<file path="config.mk">
export PLATFORM = sky130hd
export DESIGN_NAME = vibration_speed_limiter_flat
export DESIGN_NICKNAME = d
export VERILOG_FILES = /design/src/hw/rtl/vsl_pkg.sv /design/src/hw/rtl/vsl_if.sv /design/src/hw/rtl/vsl_sqrt.sv /design/src/hw/rtl/vsl_datapath.sv /design/src/hw/rtl/vsl_ctrl.sv /design/src/hw/rtl/vibration_speed_limiter.sv /design/src/flat_wrapper.sv
export VERILOG_INCLUDE_DIRS = /design/src /design/src/hw/rtl
export SDC_FILE = /design/constraint.sdc
export NUM_CORES = 1
export LEC_CHECK = 0
export ABC_AREA = 0
export BUFFER_PORTS_ARGS = -buffer_cell sky130_fd_sc_hd__buf_2
export CAP_MARGIN = 20
export CORE_UTILIZATION = 40
export DETAILED_ROUTE_END_ITERATION = 6
export SLEW_MARGIN = 40
export SYNTH_ARGS = -nofsm -noshare
export SYNTH_HDL_FRONTEND = slang
export SYNTH_HIERARCHICAL = 1
export SYNTH_SLANG_ARGS = --single-unit
</file>
<file path="constraint.sdc">
create_clock -name clock -period 9.75 [get_ports clock]
set_input_delay 1.4625 -clock clock [delete_from_list [all_inputs] [get_ports clock]]
set_output_delay 1.4625 -clock clock [all_outputs]
set_load 0.1 [all_outputs]
</file>
<file path="src/hw/rtl/vibration_speed_limiter_assert.svh">
// assertion macros shared by the vibration speed limiter modules
// expects signals named clock and reset in the scope of each use
`ifndef VIBRATION_SPEED_LIMITER_ASSERT_SVH
`define VIBRATION_SPEED_LIMITER_ASSERT_SVH

// consequent must hold in the same cycle as the antecedent
`define VSL_ASSERT_SAME(label, ante, cons, msg) \
   label: assert property (@(posedge clock) disable iff (reset) (ante) |-> (cons)) \
      else $error(msg);

// consequent must hold in the cycle after the antecedent
`define VSL_ASSERT_NEXT(label, ante, cons, msg) \
   label: assert property (@(posedge clock) disable iff (reset) (ante) |=> (cons)) \
      else $error(msg);

`endif

</file>
<file path="src/hw/rtl/vsl_pkg.sv">
// shared types and constants for the vibration speed limiter
// no dependencies; used by the interfaces and every rtl module except vsl_sqrt
`timescale 1ns / 1ps

package vsl_pkg;

   // field widths
   localparam int POT_W     = 12;
   localparam int VIB_RAW_W = 12;
   localparam int TEMP_W    = 16;
   localparam int VIB_W     = 7;
   localparam int DRIVE_W   = 7;
   localparam int SPEED_W   = 8;
   localparam int FRAC_BITS = 16;

   // configuration register widths
   localparam int GAIN_W   = 20;
   localparam int OFFSET_W = 25;
   localparam int SCALE_W  = 16;
   localparam int THRESH_W = 7;
   localparam int LIMIT_W  = 8;
   localparam int HOLD_W   = 8;
   localparam int PERIOD_W = 6;

   // csr port
   localparam int CSR_W     = 25;
   localparam int CSR_IDX_W = 3;

   // register indexes
   localparam logic [CSR_IDX_W-1:0] CSR_DUTY_GAIN     = 3'd0;
   localparam logic [CSR_IDX_W-1:0] CSR_DUTY_OFFSET   = 3'd1;
   localparam logic [CSR_IDX_W-1:0] CSR_VIB_SCALE     = 3'd2;
   localparam logic [CSR_IDX_W-1:0] CSR_VIB_THRESHOLD = 3'd3;
   localparam logic [CSR_IDX_W-1:0] CSR_SPEED_LIMIT   = 3'd4;
   localparam logic [CSR_IDX_W-1:0] CSR_HOLD_TICKS    = 3'd5;
   localparam logic [CSR_IDX_W-1:0] CSR_REPORT_PERIOD = 3'd6;

   // reset values
   localparam logic [GAIN_W-1:0]          GAIN_RST   = 20'd2560;
   localparam logic signed [OFFSET_W-1:0] OFFSET_RST = -25'sd1638400;
   localparam logic [SCALE_W-1:0]         SCALE_RST  = 16'd7537;
   localparam logic [THRESH_W-1:0]        THRESH_RST = 7'd50;
   localparam logic [LIMIT_W-1:0]         LIMIT_RST  = 8'd22;
   localparam logic [HOLD_W-1:0]          HOLD_RST   = 8'd100;
   localparam logic [PERIOD_W-1:0]        PERIOD_RST = 6'd20;

   // arithmetic constants
   localparam int HALF_LSB = 32768;
   localparam int VIB_CAP  = 100;

   typedef enum logic [2:0] {
      ST_IDLE,
      ST_MUL_DUTY,
      ST_MUL_VIB,
      ST_DUTY,
      ST_LIMIT,
      ST_SQRT,
      ST_OUT
   } vsl_state_type;

   // controller to datapath
   typedef struct packed {
      logic load_in;
      logic mul_duty;
      logic mul_vib;
      logic calc_duty;
      logic update;
      logic out_load;
   } vsl_cmd_type;

   // datapath to controller
   typedef struct packed {
      logic sqrt_busy;
      logic out_free;
   } vsl_status_type;

endpackage

</file>
<file path="src/hw/rtl/vsl_if.sv">
// valid/ready channel interfaces for sample requests and responses
// depends on vsl_pkg for field widths
`timescale 1ns / 1ps

interface vsl_req_if;
   logic                               valid;
   logic                               ready;
   logic [vsl_pkg::POT_W-1:0]          pot_sample;
   logic [vsl_pkg::VIB_RAW_W-1:0]      vib_level;
   logic signed [vsl_pkg::TEMP_W-1:0]  temperature;

   modport source (output valid, output pot_sample, output vib_level, output temperature,
                   input ready);
   modport sink   (input valid, input pot_sample, input vib_level, input temperature,
                   output ready);
endinterface

interface vsl_rsp_if;
   logic                               valid;
   logic                               ready;
   logic [vsl_pkg::DRIVE_W-1:0]        motor_drive;
   logic                               fan_on;
   logic                               report_valid;
   logic [vsl_pkg::SPEED_W-1:0]        report_speed;
   logic signed [vsl_pkg::TEMP_W-1:0]  report_temp;
   logic [vsl_pkg::VIB_W-1:0]          report_vibration;

   modport source (output valid, output motor_drive, output fan_on, output report_valid,
                   output report_speed, output report_temp, output report_vibration,
                   input ready);
   modport sink   (input valid, input motor_drive, input fan_on, input report_valid,
                   input report_speed, input report_temp, input report_vibration,
                   output ready);
endinterface

</file>
<file path="src/hw/rtl/vsl_sqrt.sv">
// iterative square root, one result bit per cycle, rounded to nearest
// standalone; uses the assertion macro header
`timescale 1ns / 1ps
`include "vibration_speed_limiter_assert.svh"

module vsl_sqrt #(
   parameter int RAD_W = 14
) (
   input  logic                      clock,
   input  logic                      reset,
   input  logic                      start,
   input  logic [RAD_W-1:0]          radicand,
   output logic                      busy,
   output logic [(RAD_W+1)/2:0]      root
);

   localparam int RT_W  = (RAD_W + 1) / 2;
   localparam int X_W   = 2 * RT_W;
   localparam int REM_W = RT_W + 3;
   localparam int CNT_W = $clog2(RT_W + 1);

   logic              busy_ff, busy_in;
   logic [CNT_W-1:0]  cnt_ff, cnt_in;
   logic [X_W-1:0]    x_ff, x_in;
   logic [REM_W-1:0]  r_ff, r_in;
   logic [RT_W-1:0]   q_ff, q_in;
   logic [REM_W-1:0]  r_sh;
   logic [REM_W-1:0]  trial;

   // one restoring step: bring down two bits, try subtracting 4q+1
   always_comb begin
      r_sh    = {r_ff[RT_W:0], x_ff[X_W-1 -: 2]};
      trial   = REM_W'({q_ff, 2'b01});
      busy_in = busy_ff;
      cnt_in  = cnt_ff;
      x_in    = x_ff;
      r_in    = r_ff;
      q_in    = q_ff;
      if (start) begin
         busy_in = 1'b1;
         cnt_in  = CNT_W'(RT_W);
         x_in    = X_W'(radicand);
         r_in    = '0;
         q_in    = '0;
      end else if (busy_ff) begin
         x_in    = {x_ff[X_W-3:0], 2'b00};
         cnt_in  = cnt_ff - CNT_W'(1);
         busy_in = (cnt_ff != CNT_W'(1));
         if (r_sh >= trial) begin
            r_in = r_sh - trial;
            q_in = {q_ff[RT_W-2:0], 1'b1};
         end else begin
            r_in = r_sh;
            q_in = {q_ff[RT_W-2:0], 1'b0};
         end
      end
   end

   // control state
   always_ff @(posedge clock) begin
      if (reset) begin
         busy_ff <= 1'b0;
         cnt_ff  <= '0;
      end else begin
         busy_ff <= busy_in;
         cnt_ff  <= cnt_in;
      end
   end

   // working registers
   always_ff @(posedge clock) begin
      x_ff <= x_in;
      r_ff <= r_in;
      q_ff <= q_in;
   end

   // remainder above q means x > q*q + q, so round up
   assign busy = busy_ff;
   assign root = (r_ff > REM_W'(q_ff)) ? ((RT_W+1)'(q_ff) + (RT_W+1)'(1)) : (RT_W+1)'(q_ff);

   `VSL_ASSERT_SAME(a_sqrt_count_live, busy_ff, cnt_ff != '0, "sqrt busy with zero count")

endmodule

</file>
<file path="src/hw/rtl/vsl_datapath.sv">
// datapath: config registers, shared multiplier, duty/vibration scaling,
// limiter state, square root unit and output register; uses vsl_pkg and vsl_sqrt
`timescale 1ns / 1ps
`include "vibration_speed_limiter_assert.svh"

module vsl_datapath #(
   parameter int ADC_BITS  = 12,
   parameter int DUTY_BITS = 8
) (
   input  logic                                 clock,
   input  logic                                 reset,
   input  logic                                 csr_wr_en,
   input  logic [vsl_pkg::CSR_IDX_W-1:0]        csr_index,
   input  logic [vsl_pkg::CSR_W-1:0]            csr_wdata,
   input  logic [vsl_pkg::POT_W-1:0]            pot_sample,
   input  logic [vsl_pkg::VIB_RAW_W-1:0]        vib_level,
   input  logic signed [vsl_pkg::TEMP_W-1:0]    temperature,
   input  vsl_pkg::vsl_cmd_type                 cmd,
   output vsl_pkg::vsl_status_type              sts,
   input  logic                                 rsp_ready,
   output logic                                 rsp_valid,
   output logic [vsl_pkg::DRIVE_W-1:0]          motor_drive,
   output logic                                 fan_on,
   output logic                                 report_valid,
   output logic [vsl_pkg::SPEED_W-1:0]          report_speed,
   output logic signed [vsl_pkg::TEMP_W-1:0]    report_temp,
   output logic [vsl_pkg::VIB_W-1:0]            report_vibration
);

   localparam int POT_KEEP = (ADC_BITS < vsl_pkg::POT_W) ? ADC_BITS : vsl_pkg::POT_W;
   localparam int OP_B_W = (vsl_pkg::POT_W > vsl_pkg::VIB_RAW_W) ? vsl_pkg::POT_W
                                                                 : vsl_pkg::VIB_RAW_W;
   localparam int PROD_W = vsl_pkg::GAIN_W + OP_B_W;
   localparam int ACC_W  = PROD_W + 2;
   localparam int DV_W   = PROD_W + 1 - vsl_pkg::FRAC_BITS;
   localparam int DL_W   = (DUTY_BITS > vsl_pkg::SPEED_W) ? DUTY_BITS : vsl_pkg::SPEED_W;
   localparam int RAD_W  = DUTY_BITS + 6;
   localparam int RT_W   = (RAD_W + 1) / 2;

   // configuration registers
   logic [vsl_pkg::GAIN_W-1:0]          gain_ff;
   logic signed [vsl_pkg::OFFSET_W-1:0] offset_ff;
   logic [vsl_pkg::SCALE_W-1:0]         scale_ff;
   logic [vsl_pkg::THRESH_W-1:0]        thresh_ff;
   logic [vsl_pkg::LIMIT_W-1:0]         limit_ff;
   logic [vsl_pkg::HOLD_W-1:0]          hold_ticks_ff;
   logic [vsl_pkg::PERIOD_W-1:0]        period_ff;

   // sample registers
   logic [vsl_pkg::POT_W-1:0]           pot_ff;
   logic [vsl_pkg::VIB_RAW_W-1:0]       vraw_ff;
   logic signed [vsl_pkg::TEMP_W-1:0]   temp_ff;

   // arithmetic
   logic [vsl_pkg::GAIN_W-1:0]          op_a;
   logic [OP_B_W-1:0]                   op_b;
   logic [PROD_W-1:0]                   prod_in, prod_ff;
   logic signed [ACC_W-1:0]             acc_in, acc_ff;
   logic                                acc_low;
   logic [PROD_W:0]                     duty_sum, vib_sum;
   logic [DV_W-1:0]                     duty_raw, vib_raw;
   logic [DUTY_BITS-1:0]                duty_in, duty_ff;
   logic [vsl_pkg::VIB_W-1:0]           vib_in, vib_ff;

   // limiter state
   logic [vsl_pkg::HOLD_W-1:0]          hold_ff, hold_in;
   logic                                fan_ff, fan_in;
   logic [vsl_pkg::PERIOD_W-1:0]        sample_ff, sample_in;
   logic                                vib_high, over, report;
   logic [DL_W-1:0]                     duty_ext, limit_ext;
   logic [DUTY_BITS-1:0]                lim;
   logic [RAD_W-1:0]                    radicand;

   // report registers
   logic                                rep_valid_ff;
   logic [vsl_pkg::SPEED_W-1:0]         rep_speed_ff;
   logic signed [vsl_pkg::TEMP_W-1:0]   rep_temp_ff;
   logic [vsl_pkg::VIB_W-1:0]           rep_vib_ff;

   // square root
   logic                                sqrt_busy;
   logic [RT_W:0]                       root;

   // output register
   logic                                rsp_valid_ff;
   logic [vsl_pkg::DRIVE_W-1:0]         drive_out_ff;
   logic                                fan_out_ff;
   logic                                rep_valid_out_ff;
   logic [vsl_pkg::SPEED_W-1:0]         rep_speed_out_ff;
   logic signed [vsl_pkg::TEMP_W-1:0]   rep_temp_out_ff;
   logic [vsl_pkg::VIB_W-1:0]           rep_vib_out_ff;

   // configuration writes
   always_ff @(posedge clock) begin
      if (reset) begin
         gain_ff       <= vsl_pkg::GAIN_RST;
         offset_ff     <= vsl_pkg::OFFSET_RST;
         scale_ff      <= vsl_pkg::SCALE_RST;
         thresh_ff     <= vsl_pkg::THRESH_RST;
         limit_ff      <= vsl_pkg::LIMIT_RST;
         hold_ticks_ff <= vsl_pkg::HOLD_RST;
         period_ff     <= vsl_pkg::PERIOD_RST;
      end else if (csr_wr_en) begin
         case (csr_index)
            vsl_pkg::CSR_DUTY_GAIN:     gain_ff       <= csr_wdata[vsl_pkg::GAIN_W-1:0];
            vsl_pkg::CSR_DUTY_OFFSET:   offset_ff     <= $signed(csr_wdata[vsl_pkg::OFFSET_W-1:0]);
            vsl_pkg::CSR_VIB_SCALE:     scale_ff      <= csr_wdata[vsl_pkg::SCALE_W-1:0];
            vsl_pkg::CSR_VIB_THRESHOLD: thresh_ff     <= csr_wdata[vsl_pkg::THRESH_W-1:0];
            vsl_pkg::CSR_SPEED_LIMIT:   limit_ff      <= csr_wdata[vsl_pkg::LIMIT_W-1:0];
            vsl_pkg::CSR_HOLD_TICKS:    hold_ticks_ff <= csr_wdata[vsl_pkg::HOLD_W-1:0];
            vsl_pkg::CSR_REPORT_PERIOD: period_ff     <= csr_wdata[vsl_pkg::PERIOD_W-1:0];
            default: ;
         endcase
      end
   end

   // shared multiplier: gain*pot first, then vibration*scale
   always_comb begin
      op_a    = cmd.mul_vib ? vsl_pkg::GAIN_W'(scale_ff) : gain_ff;
      op_b    = cmd.mul_vib ? OP_B_W'(vraw_ff) : OP_B_W'(pot_ff);
      prod_in = PROD_W'(op_a) * PROD_W'(op_b);
      acc_in  = $signed({2'b00, prod_ff}) + ACC_W'(offset_ff);
   end

   // duty rounding and saturation, vibration rounding and cap
   always_comb begin
      acc_low  = (acc_ff < $signed(ACC_W'(vsl_pkg::HALF_LSB)));
      duty_sum = acc_ff[PROD_W:0] + (PROD_W+1)'(vsl_pkg::HALF_LSB);
      duty_raw = duty_sum[PROD_W:vsl_pkg::FRAC_BITS];
      if (acc_low) begin
         duty_in = '0;
      end else if (|duty_raw[DV_W-1:DUTY_BITS]) begin
         duty_in = '1;
      end else begin
         duty_in = duty_raw[DUTY_BITS-1:0];
      end
      vib_sum = (PROD_W+1)'(prod_ff) + (PROD_W+1)'(vsl_pkg::HALF_LSB);
      vib_raw = vib_sum[PROD_W:vsl_pkg::FRAC_BITS];
      if (vib_raw > DV_W'(vsl_pkg::VIB_CAP)) begin
         vib_in = vsl_pkg::VIB_W'(vsl_pkg::VIB_CAP);
      end else begin
         vib_in = vib_raw[vsl_pkg::VIB_W-1:0];
      end
   end

   // speed limiting, hold timer, fan and report counter
   always_comb begin
      duty_ext  = DL_W'(duty_ff);
      limit_ext = DL_W'(limit_ff);
      vib_high  = (vib_ff >= thresh_ff);
      over      = (duty_ext > limit_ext);
      lim       = duty_ff;
      hold_in   = hold_ff;
      fan_in    = fan_ff;
      if (vib_high) begin
         if (over) begin
            lim     = limit_ext[DUTY_BITS-1:0];
            hold_in = hold_ticks_ff;
         end
         fan_in = 1'b1;
      end else begin
         if (hold_ff != '0) begin
            if (over) begin
               lim = limit_ext[DUTY_BITS-1:0];
            end else begin
               hold_in = hold_ff - vsl_pkg::HOLD_W'(1);
            end
         end
         if (hold_in == '0) begin
            fan_in = 1'b0;
         end
      end
      report    = (sample_ff == period_ff);
      sample_in = report ? vsl_pkg::PERIOD_W'(1) : sample_ff + vsl_pkg::PERIOD_W'(1);
      radicand  = RAD_W'({lim, 5'b00000}) + RAD_W'({lim, 2'b00});
   end

   // limiter state and output register control
   always_ff @(posedge clock) begin
      if (reset) begin
         hold_ff      <= '0;
         fan_ff       <= 1'b0;
         sample_ff    <= '0;
         rsp_valid_ff <= 1'b0;
      end else begin
         if (cmd.update) begin
            hold_ff   <= hold_in;
            fan_ff    <= fan_in;
            sample_ff <= sample_in;
         end
         if (cmd.out_load) begin
            rsp_valid_ff <= 1'b1;
         end else if (rsp_ready) begin
            rsp_valid_ff <= 1'b0;
         end
      end
   end

   // payload registers
   always_ff @(posedge clock) begin
      if (cmd.load_in) begin
         pot_ff  <= vsl_pkg::POT_W'(pot_sample[POT_KEEP-1:0]);
         vraw_ff <= vib_level;
         temp_ff <= temperature;
      end
      if (cmd.mul_duty || cmd.mul_vib) begin
         prod_ff <= prod_in;
      end
      if (cmd.mul_vib) begin
         acc_ff <= acc_in;
      end
      if (cmd.calc_duty) begin
         duty_ff <= duty_in;
         vib_ff  <= vib_in;
      end
      if (cmd.update) begin
         rep_valid_ff <= report;
         rep_speed_ff <= report ? duty_ext[vsl_pkg::SPEED_W-1:0] : '0;
         rep_temp_ff  <= report ? temp_ff : '0;
         rep_vib_ff   <= report ? vib_ff : '0;
      end
      if (cmd.out_load) begin
         drive_out_ff     <= root[vsl_pkg::DRIVE_W-1:0];
         fan_out_ff       <= fan_ff;
         rep_valid_out_ff <= rep_valid_ff;
         rep_speed_out_ff <= rep_speed_ff;
         rep_temp_out_ff  <= rep_temp_ff;
         rep_vib_out_ff   <= rep_vib_ff;
      end
   end

   // motor drive square root
   vsl_sqrt #(
      .RAD_W (RAD_W)
   ) u_sqrt (
      .clock    (clock),
      .reset    (reset),
      .start    (cmd.update),
      .radicand (radicand),
      .busy     (sqrt_busy),
      .root     (root)
   );

   // status and response
   assign sts.sqrt_busy    = sqrt_busy;
   assign sts.out_free     = !rsp_valid_ff || rsp_ready;
   assign rsp_valid        = rsp_valid_ff;
   assign motor_drive      = drive_out_ff;
   assign fan_on           = fan_out_ff;
   assign report_valid     = rep_valid_out_ff;
   assign report_speed     = rep_speed_out_ff;
   assign report_temp      = rep_temp_out_ff;
   assign report_vibration = rep_vib_out_ff;

   `VSL_ASSERT_NEXT(a_report_restarts_count, cmd.update && report, sample_ff == vsl_pkg::PERIOD_W'(1), "report did not restart sample count")
   `VSL_ASSERT_NEXT(a_hold_arms_fan, cmd.update && vib_high, fan_ff, "fan off after high vibration")

endmodule

</file>
<file path="src/hw/rtl/vsl_ctrl.sv">
// controller state machine sequencing the datapath for one sample
// uses vsl_pkg types and the assertion macro header
`timescale 1ns / 1ps
`include "vibration_speed_limiter_assert.svh"

module vsl_ctrl (
   input  logic                     clock,
   input  logic                     reset,
   input  logic                     req_valid,
   output logic                     req_ready,
   input  vsl_pkg::vsl_status_type  sts,
   output vsl_pkg::vsl_cmd_type     cmd
);

   vsl_pkg::vsl_state_type st_ff, st_in;

   // next state
   always_comb begin
      st_in = st_ff;
      case (st_ff)
         vsl_pkg::ST_IDLE:     if (req_valid) st_in = vsl_pkg::ST_MUL_DUTY;
         vsl_pkg::ST_MUL_DUTY: st_in = vsl_pkg::ST_MUL_VIB;
         vsl_pkg::ST_MUL_VIB:  st_in = vsl_pkg::ST_DUTY;
         vsl_pkg::ST_DUTY:     st_in = vsl_pkg::ST_LIMIT;
         vsl_pkg::ST_LIMIT:    st_in = vsl_pkg::ST_SQRT;
         vsl_pkg::ST_SQRT:     if (!sts.sqrt_busy) st_in = vsl_pkg::ST_OUT;
         vsl_pkg::ST_OUT:      if (sts.out_free) st_in = vsl_pkg::ST_IDLE;
         default:              st_in = vsl_pkg::ST_IDLE;
      endcase
   end

   // datapath commands; no request transfer while in reset
   always_comb begin
      req_ready     = (st_ff == vsl_pkg::ST_IDLE) && !reset;
      cmd.load_in   = (st_ff == vsl_pkg::ST_IDLE) && req_valid && !reset;
      cmd.mul_duty  = (st_ff == vsl_pkg::ST_MUL_DUTY);
      cmd.mul_vib   = (st_ff == vsl_pkg::ST_MUL_VIB);
      cmd.calc_duty = (st_ff == vsl_pkg::ST_DUTY);
      cmd.update    = (st_ff == vsl_pkg::ST_LIMIT);
      cmd.out_load  = (st_ff == vsl_pkg::ST_OUT) && sts.out_free;
   end

   always_ff @(posedge clock) begin
      if (reset) begin
         st_ff <= vsl_pkg::ST_IDLE;
      end else begin
         st_ff <= st_in;
      end
   end

   `VSL_ASSERT_SAME(a_out_load_free, cmd.out_load, sts.out_free, "output register loaded while occupied")
   `VSL_ASSERT_NEXT(a_sqrt_started, st_ff == vsl_pkg::ST_LIMIT, sts.sqrt_busy, "square root not started after limit step")

endmodule

</file>
<file path="src/hw/rtl/vibration_speed_limiter.sv">
// Vibration speed limiter top level: wires controller and datapath to the channels.
// Depends on vsl_pkg, vsl_if, vsl_ctrl and vsl_datapath.
//
// Usage:
//   req_if carries one sample (pot_sample, vib_level, temperature) per transfer;
//   rsp_if returns exactly one result per sample, in order.
//   csr_wr_en/csr_index/csr_wdata write the seven configuration registers;
//   write only while no sample is in flight. Indexes past the list are ignored.
// Timing:
//   after a request transfer the controller steps through the gain multiply,
//   the vibration multiply with offset add, duty and vibration rounding and
//   the limit step, then waits in the bit-serial square root (one bit per
//   cycle) and loads the output register once it is free; the next request is
//   taken only after that load, as multiplier and root are not overlapped.
// Reset:
//   synchronous, active high; restores register defaults and clears the hold
//   timer, fan state and report counter.
// Backpressure:
//   the response register holds its result while rsp_if.ready is low; the
//   next sample is still accepted and waits at the output load step.
`timescale 1ns / 1ps

module vibration_speed_limiter #(
   parameter int ADC_BITS  = 12,
   parameter int DUTY_BITS = 8
) (
   input  logic                           clock,
   input  logic                           reset,
   vsl_req_if.sink                        req_if,
   vsl_rsp_if.source                      rsp_if,
   input  logic                           csr_wr_en,
   input  logic [vsl_pkg::CSR_IDX_W-1:0]  csr_index,
   input  logic [vsl_pkg::CSR_W-1:0]      csr_wdata
);

   vsl_pkg::vsl_cmd_type    cmd;
   vsl_pkg::vsl_status_type sts;

   // sequencing
   vsl_ctrl u_ctrl (
      .clock     (clock),
      .reset     (reset),
      .req_valid (req_if.valid),
      .req_ready (req_if.ready),
      .sts       (sts),
      .cmd       (cmd)
   );

   // arithmetic and state
   vsl_datapath #(
      .ADC_BITS  (ADC_BITS),
      .DUTY_BITS (DUTY_BITS)
   ) u_datapath (
      .clock            (clock),
      .reset            (reset),
      .csr_wr_en        (csr_wr_en),
      .csr_index        (csr_index),
      .csr_wdata        (csr_wdata),
      .pot_sample       (req_if.pot_sample),
      .vib_level        (req_if.vib_level),
      .temperature      (req_if.temperature),
      .cmd              (cmd),
      .sts              (sts),
      .rsp_ready        (rsp_if.ready),
      .rsp_valid        (rsp_if.valid),
      .motor_drive      (rsp_if.motor_drive),
      .fan_on           (rsp_if.fan_on),
      .report_valid     (rsp_if.report_valid),
      .report_speed     (rsp_if.report_speed),
      .report_temp      (rsp_if.report_temp),
      .report_vibration (rsp_if.report_vibration)
   );

endmodule
</file>
<file path="src/flat_wrapper.sv">
// flat-port wrapper written by rule: the top's interface ports become plain ports
module vibration_speed_limiter_flat 
#(
   parameter int ADC_BITS  = 12,
   parameter int DUTY_BITS = 8
)
  (clock, reset, csr_wr_en, csr_index, csr_wdata, req_if_valid, req_if_pot_sample, req_if_vib_level, req_if_temperature, req_if_ready, rsp_if_valid, rsp_if_motor_drive, rsp_if_fan_on, rsp_if_report_valid, rsp_if_report_speed, rsp_if_report_temp, rsp_if_report_vibration, rsp_if_ready);
  vsl_req_if req_if_i ();
  vsl_rsp_if rsp_if_i ();
  input  logic clock;
  input  logic reset;
  input  logic csr_wr_en;
  input  logic [vsl_pkg::CSR_IDX_W-1:0] csr_index;
  input  logic [vsl_pkg::CSR_W-1:0] csr_wdata;
  input wire logic [$bits(req_if_i.valid)-1:0] req_if_valid;
  input wire logic [$bits(req_if_i.pot_sample)-1:0] req_if_pot_sample;
  input wire logic [$bits(req_if_i.vib_level)-1:0] req_if_vib_level;
  input wire logic [$bits(req_if_i.temperature)-1:0] req_if_temperature;
  output wire logic [$bits(req_if_i.ready)-1:0] req_if_ready;
  output wire logic [$bits(rsp_if_i.valid)-1:0] rsp_if_valid;
  output wire logic [$bits(rsp_if_i.motor_drive)-1:0] rsp_if_motor_drive;
  output wire logic [$bits(rsp_if_i.fan_on)-1:0] rsp_if_fan_on;
  output wire logic [$bits(rsp_if_i.report_valid)-1:0] rsp_if_report_valid;
  output wire logic [$bits(rsp_if_i.report_speed)-1:0] rsp_if_report_speed;
  output wire logic [$bits(rsp_if_i.report_temp)-1:0] rsp_if_report_temp;
  output wire logic [$bits(rsp_if_i.report_vibration)-1:0] rsp_if_report_vibration;
  input wire logic [$bits(rsp_if_i.ready)-1:0] rsp_if_ready;
  assign req_if_i.valid = req_if_valid;
  assign req_if_i.pot_sample = req_if_pot_sample;
  assign req_if_i.vib_level = req_if_vib_level;
  assign req_if_i.temperature = req_if_temperature;
  assign req_if_ready = req_if_i.ready;
  assign rsp_if_valid = rsp_if_i.valid;
  assign rsp_if_motor_drive = rsp_if_i.motor_drive;
  assign rsp_if_fan_on = rsp_if_i.fan_on;
  assign rsp_if_report_valid = rsp_if_i.report_valid;
  assign rsp_if_report_speed = rsp_if_i.report_speed;
  assign rsp_if_report_temp = rsp_if_i.report_temp;
  assign rsp_if_report_vibration = rsp_if_i.report_vibration;
  assign rsp_if_i.ready = rsp_if_ready;
  vibration_speed_limiter #(.ADC_BITS(ADC_BITS), .DUTY_BITS(DUTY_BITS)) u_core (.clock(clock), .reset(reset), .req_if(req_if_i), .rsp_if(rsp_if_i), .csr_wr_en(csr_wr_en), .csr_index(csr_index), .csr_wdata(csr_wdata));
endmodule
</file>
; ---- Yosys cells after proc, flatten, opt, wreduce, memory -nomap -nowiden
; Cells that the tools add are included.
[totals]
reg_bits = 337
in_bits = 73
out_inout_bits = 42
[op_classes]
n_addsub = 9
multipliers = 1
n_lt_le_gt_ge = 6
n_eq_ne = 18
n_mux = 29
reduce_logical = 26
[ops]
columns = operator, n
row1 = 2-to-1 mux 8 bit, 9
row2 = adder 33 x 25 -> 34 bit, 1
row3 = < comparator 34 x 17 -> 1 bit (second input constant), 1
row4 = adder 32 x 16 -> 33 bit (second input constant), 1
row5 = adder 33 x 16 -> 33 bit (second input constant), 1
row6 = multiplier 20 x 12 -> 32 bit, 1
row7 = 2-to-1 mux 14 bit, 2
row8 = one-hot mux 3 bit (7 select lines), 1
row9 = 2-to-1 mux 20 bit, 1
row10 = equality test 3 bit (second input constant), 6
row11 = AND reduction 2 bit, 9
row12 = > comparator 17 x 7 -> 1 bit (second input constant), 1
row13 = 2-to-1 mux 3 bit, 5
row14 = adder 13 x 10 -> 14 bit, 1
row15 = equality test 3 x 2 -> 1 bit (second input constant), 4
row16 = 2-to-1 mux 12 bit, 1
row17 = >= comparator 10 x 9 -> 1 bit, 1
row18 = > comparator 10 x 7 -> 1 bit, 1
row19 = 2-to-1 mux 10 bit, 1
row20 = subtractor 10 x 9 -> 10 bit, 1
row21 = OR reduction 9 bit, 1
row22 = > comparator 8 bit, 1
row23 = zero test 8 bit, 1
row24 = nonzero test 8 bit, 1
row25 = other kinds (19), 36

; ---- Longest topological paths before layout
; Gate-level depths: netlist of the first run.
[depth]
word_depth = 7
ltp_mapped = 26
depth_no_buf = 22

; ---- Hierarchy
; The synthesis of the first run kept the hierarchy.
[modules_own_cells]
columns = mod, n_inst, cells_each, area_each_um2, seq_area_each_um2
row1 = vsl_datapath, 1, 2032, 20282.0, 7467.2
row2 = vsl_sqrt, 1, 210, 2062.0, 840.8
row3 = vsl_ctrl, 1, 24, 245.2, 60.1

; ---- Worst setup path before layout of the first run
; No wires, ideal clock.
[synth_timing]
path_type = register to register
from = register u_core.u_ctrl.st_ff[1]
to = register u_core.u_datapath.prod_ff[28] (data pin)
setup_ns = 0.263
arrival_time_ns = 7.854
slack_ns = 1.634
path_stages_with_launch = 26
n_path_buf = 4
cell_sequence = dfxtp_1 buf_6 nor3b_1 clkbuf_1 buf_1 buf_2 mux2i_1 nor2_1 fa_1 inv_1 fa_1 inv_1 fa_1 fa_1 inv_1 fa_1 inv_1 ha_1 a21oi_1 o21ai_0 o21ai_1 o21ai_2 a311oi_4 o31ai_1 o41ai_2 xnor2_1
[synth_lines]
columns = item, line_no
row1 = "start, declared", vsl_ctrl.sv:15  ; vsl_pkg::vsl_state_type st_ff, st_in;
row2 = "start signal, assigned", vsl_ctrl.sv:45  ; st_ff <= vsl_pkg::ST_IDLE;
row3 = "start signal, assigned", vsl_ctrl.sv:47  ; st_ff <= st_in;
row4 = "end signal, assigned", vsl_datapath.sv:207  ; prod_ff <= prod_in;
row5 = "end, declared", vsl_datapath.sv:57  ; logic [PROD_W-1:0] prod_in, prod_ff;

==> flow_summary.toml, run 1 <==
[pwr]
clkPwrFrac_pct = 24.3
p_int_uw = 3518
swShare_pct = 38.12
ir_worst_vdd_uv = 183.2
combinationalPowerShare_pct = 44.1
power_switching_uw = 2168
seqPwrFrac_pct = 31.6
power_density_mw_per_mm2 = 226.0
leakage_uw = 0.01078

[clock_network]
cts_buffers = 37
clk_pin_slew_ns = 0.06
cts_resized = 0
clockBufferDepth = 3
clock_latency_ns = 0.55
cts_setup_buffers = 0
cts_tree = "yes"
cts.sinks = 322
clockRootBuffer = "clkbuf_16"
cts_max_level = 2
cts_hold_buf = 0

[setup_path]
crit_path_top_delay_cell = "dfxtp_1"
crit_top_cell = "fa_1"
slowest_delay_ns = 0.63
startpoint_type = "register"
critical_path_required_ns = 10.05
path_cells = "nor3b_2, buf_12, mux2_2, and2_1, fa_1, inv_1, fa_1, inv_1, fa_1, fa_1, inv_1, fa_1, inv_1, ha_1, a21oi_1, o21ai_0, o21ai_1, o21ai_2, a311oi_4, o31ai_1, o41ai_2, xnor2_1"
arrival_ns = 7.53
reg2reg_slack_ns = 2.51
cp_num_buf_inv = 5
end_kind = "register"
path_max_fanout = 64
critical_path_class = "register to register"
crit_family = "adder cells"

[min_path]
min_path_type = "register to register"

[route]
num_vias = 15910
drcViolationCount = 0
drtIter0Drc = 736
drtAntennaViolNets = 0
avgRoutedWirePerCell_microns = 16.76
firstDrtPassIters = 5
viasPerCell = 5.073
wirelength_microns = 52550

[finish]
layout.nets = 2753
stdcell_count = 3136
antennaDiodeCount = 0
area_growth_pct = 11.42
utilization_pct = 45.39
drive_above_1_share_pct = 11.52

[floorplan]
rows = 86
fp.dieArea_sq_mm = 0.05740
chipWidth_microns = 239.6
die-height_microns = 239.6
num_io_pins = 115
initial_utilization_pct = 40.74
fp.coreArea_sq_mm = 0.05542

[place]
routabilityCongestion = 0.8780
port_buffers = 114
dp_hpwl_microns = 40090
dp.cells = 3068

[sta]
slew_headroom_pct = 47.85
skew_ns = 0.01596
hold_viol = 0
period_needed_ns = 7.236
setup_viol = 0
tns_ns = 0
worstMarginPinSlew_ns = 0.7740
period_share_pct = 74.22
drv_slew = 0
rsz0062_at_grt = "no"
max_freq_mhz = 138.2

[yosys]
synthCells = 2263
synth_area_sq_mm = 0.02258
synth_area_per_cell_sq_um = 9.976
yosys_warnings = 6

[grt]
grt_start_max_net_pins = 90
grt_pass1_wl_microns = 85210
grt-ovfl-total = 0
track_usage_pct = 18.83
antenna_found_initial = 0
grt_pass1_vias = 16102

[flow_run]
cap_violations = 0

[outcome]
status = "completed"
## layout make-up
cell class                 count  area [sq um]
fill                        5172         30260
multi-input combinational   1601         12940
sequential                   322          8369
clock buffer                  53          1054
inverter                     271          1017
tap                          748         935.9
timing repair buffer         126         679.4
clock inverter                15         157.7
## per-stage QoR
| stage | worst slack [ns] | hold slack (ns) | cell area (sq um) | total power, uW |
|---|---|---|---|---|
| floorplan | 1.634 | 0.4003 | 22580 | 3781 |
| global placement | 2.710 | 0.4008 | 23920 | 4275 |
| detailed placement | 2.602 | 0.4045 | 23930 | 4332 |
| CTS | 2.553 | 0.4093 | 25140 | 5746 |
| global route | 2.187 | 0.4245 | 25150 | 6125 |
| finish | 2.514 | 0.4173 | 25150 | 5686 |
## cell usage in the layout (no fill, tap or decap), types with 44 or more instances in the layout
cell type	n
a21oi_1	121
and2_1	79
buf_2	113
dfxtp_1	129
edfxtp_1	192
fa_1	181
ha_1	140
inv_1	271
mux2_2	44
mux2i_1	46
nand2_1	386
nor2_1	126
xnor2_1	62
## per-layer routing
metal | up-vias | global-route usage, % | wire length [microns]
met2 | 415 | 30.80 | 23950
met5 | - | 0 | 0
met4 | 0 | 5.672 | 1408
met1 | 7677 | 24.80 | 23710
met3 | 71 | 4.160 | 3485
li1 | 7747 | - | -
## state kept, by name, summed over array words and instances, names as in the netlist, 10 cells and up
signal	cells
u_core/u_datapath/acc_ff	19
u_core/u_datapath/gain_ff	20
u_core/u_datapath/offset_ff	25
u_core/u_datapath/pot_ff	12
u_core/u_datapath/prod_ff	32
u_core/u_datapath/rep_temp_ff	16
u_core/u_datapath/report_temp	16
u_core/u_datapath/scale_ff	16
u_core/u_datapath/temp_ff	16
u_core/u_datapath/u_sqrt/r_ff	10
u_core/u_datapath/u_sqrt/x_ff	14
u_core/u_datapath/vraw_ff	12
## worst register-to-register path, cell delays in order (launching register included)
cell	delay [ns]
dfxtp_1	0.63
nor3b_2	0.34
buf_12	0.34
mux2_2	0.63
and2_1	0.23
fa_1	0.53
inv_1	0.05
fa_1	0.48
inv_1	0.06
fa_1	0.51
fa_1	0.55
inv_1	0.05
fa_1	0.52
inv_1	0.04
ha_1	0.36
a21oi_1	0.15
o21ai_0	0.11
o21ai_1	0.23
o21ai_2	0.15
a311oi_4	0.45
o31ai_1	0.16
o41ai_2	0.32
xnor2_1	0.09
## worst paths after layout
| kind | from | to | cells after the start |
|---|---|---|---|
| setup / recovery | u_core/u_ctrl/st_ff[1] | u_core/u_datapath/prod_ff[28] | 22 |
| hold / removal | u_core/u_datapath/rep_speed_ff[1] | u_core/u_datapath/report_speed[1] | 0 |
| hold reg to reg | u_core/u_datapath/rep_speed_ff[1] | u_core/u_datapath/report_speed[1] | 0 |
| setup reg to reg | u_core/u_ctrl/st_ff[1] | u_core/u_datapath/prod_ff[28] | 22 |
## power by group through the flow
stage | clock, uW | combinational, uW | sequential (uW)
floorplan | 0 | 2000 | 1780
global placement | 0 | 2460 | 1820
detailed placement | 0 | 2510 | 1830
CTS | 1430 | 2520 | 1800
global route | 1480 | 2830 | 1820
finish | 1380 | 2510 | 1800
No activity file was read; power rests on OpenSTA's default activity.
==> run 2, diff against run 1 <==
==> constraint.sdc (replaced) <==
create_clock -name clock -period 6.5 [get_ports clock]
set_input_delay 0.975 -clock clock [delete_from_list [all_inputs] [get_ports clock]]
set_output_delay 0.975 -clock clock [all_outputs]
set_load 0.1 [all_outputs]
==> run 2 against run 1 <==
Against the previous run:
- non-clock buffer count rose by 25
- setup slack got worse by 2.3 ns
- wire length rose by 2.6%
- global-route usage rose by 0.11 points
- clock skew fell by 0.0043 ns
- largest cell class unchanged
- largest power group unchanged
==> flow_summary.toml, run 2 (same netlist as run 1, synthesis figures left out) <==
[outcome]
status = "completed"

[route]
drtAntennaViolNets = 0
avgRoutedWirePerCell_microns = 17.04
drcViolationCount = 0
drtIter0Drc = 965
viasPerCell = 5.087
num_vias = 16099
wirelength_microns = 53940
firstDrtPassIters = 5

[pwr]
ir_worst_vdd_uv = 250.8
clkPwrFrac_pct = 23.3
power_density_mw_per_mm2 = 349.8
swShare_pct = 38.13
leakage_uw = 0.01101
p_int_uw = 5583
power_switching_uw = 3441
seqPwrFrac_pct = 29.9
finalPower_uw = 9024
combinationalPowerShare_pct = 46.8

[min_path]
min_delay_path_depth = 0
min_path_type = "register to register"

[sta]
skew_ns = 0.01170
period_share_pct = 97.01
setup_viol = 0
hold_viol = 0
max_freq_mhz = 158.6
worstMarginPinSlew_ns = 0.7979
period_needed_ns = 6.305
drv_slew = 0
slew_headroom_pct = 46.24
worst_slack_ns = 0.1945

[finish]
largest_register = "u_core/u_datapath/prod_ff"
top_regs = "u_core/u_datapath/prod_ff x32, u_core/u_datapath/offset_ff x25, u_core/u_datapath/gain_ff x20"
area_growth_pct = 14.28
final_cell_mix = "378 x nand2_1, 268 x inv_1, 192 x edfxtp_1"
final_common_cell = "nand2_1"
drive_above_1_share_pct = 14.20
design_area_sq_mm = 0.02580
layout.nets = 2780
largest_register_ff_count = 32

[clock_network]
clock_latency_ns = 0.55
clockBufferDepth = 3
clk_pin_slew_ns = 0.06
clockRootBuffer = "clkbuf_16"
cts_buffers = 38
cts_tree = "yes"
cts_max_level = 2
cts.sinks = 322

[setup_path]
path_max_fanout = 16
critical_path_required_ns = 6.80
reg2reg_slack_ns = 0.19
arrival_ns = 6.60
reg2regPathDepth = 23
startpoint_type = "register"
critical_path_class = "register to register"
end_kind = "register"

[place]
pre_cts_slack_ns = -0.03734
port_buffers = 114
routabilityCongestion = 0.8948
placed_cell_area_sq_mm = 0.02440
dp_hpwl_microns = 41440

[floorplan]
initial_utilization_pct = 40.74
fp.coreArea_sq_mm = 0.05542
num_io_pins = 115
fp.dieArea_sq_mm = 0.05740
rows = 86
chipWidth_microns = 239.6
die-height_microns = 239.6

[grt]
grt_start_max_net_pins = 85
track_usage_pct = 18.94
grt-ovfl-total = 0
grt_pass1_vias = 16360
antenna_found_initial = 0
grt_pass1_wl_microns = 85830

[flow_run]
cap_violations = 0
[run 2: changes by cell type in the layout (fill, tap and decap cells not counted), sizes merged]
cell,previous run,this run
buf,126,149
clkbuf,53,52
clkinvlp,1,3
diode,0,1
inv,273,276
mux2,45,46
[run 2: final timing paths]
check,start,endpoint
worst max register to register,u_core/u_ctrl/st_ff[0],u_core/u_datapath/prod_ff[30]
worst min-delay path,u_core/u_datapath/rep_speed_ff[3],u_core/u_datapath/report_speed[3]
worst min register to register,u_core/u_datapath/rep_speed_ff[3],u_core/u_datapath/report_speed[3]
worst max-delay path,u_core/u_ctrl/st_ff[0],u_core/u_datapath/prod_ff[30]
[run 2: layout make-up]
cell class	instances	area, sq um
Clock buffer	50	1069
Clock inverter	20	178.9
Timing Repair Buffer	151	954.7
Inverter	271	1017
Sequential cell	322	8371
Multi-Input combinational cell	1602	13270
Antenna cell	1	2.502
Tap cell	748	935.9
Fill cell	5105	29620
[run 2: per-stage QoR]
stage	hold WS [ns]	instances	utilization (%)	setup TNS, ns
after CTS	0.4171	3159	46.30	0
final	0.4168	3165	46.56	0
after floorplan	0.4003	2264	-	-0.006528
after global routing	0.4260	3164	46.55	-0.02816
after global placement	0.4015	3086	43.93	-0.002411
after detailed placement	0.4045	3088	44.04	-0.03734
[run 2: critical path: stages, from the launching register on]
cell and delay, ns:
dfxtp_1 0.34, nor3b_4 0.20, buf_6 0.19, buf_12 0.19, mux2_2 0.46, and2_4 0.17, fa_1 0.47, inv_1 0.05
fa_1 0.49, inv_1 0.06, fa_1 0.46, fa_1 0.51, inv_1 0.05, fa_1 0.49, inv_2 0.05, ha_4 0.30
nand3_4 0.09, a211oi_2 0.25, o21ai_1 0.14, o21ai_2 0.29, a311oi_4 0.19, o311a_1 0.36, o21ai_1 0.16, xor2_1 0.08
[run 2: routing by layer]
layer | routed length [microns] | GRT usage (%) | vias up
met5 | 0 | 0 | -
met4 | 1451 | 6.371 | 0
met3 | 2907 | 3.342 | 80
met2 | 25670 | 32.23 | 398
met1 | 23910 | 24.17 | 7824
li1 | - | - | 7797
[run 2: power by group through the flow]
stage	logic [uW]	registers, uW	clock network [uW]
finish	4220	2700	2110
global route	4730	2720	2250
global placement	4030	2730	0
detailed placement	4150	2740	0
CTS	4180	2690	2170
floorplan	3320	2680	0
[run 2: repair_timing]
action,4_1_cts,5_1_grt
pin swaps,1,4
hold endpoints to repair,0,0
endpoints found under the setup margin,1,7
setup buffers,1,2
gates cloned,0,3
resized for setup,0,11
hold buffers,0,0
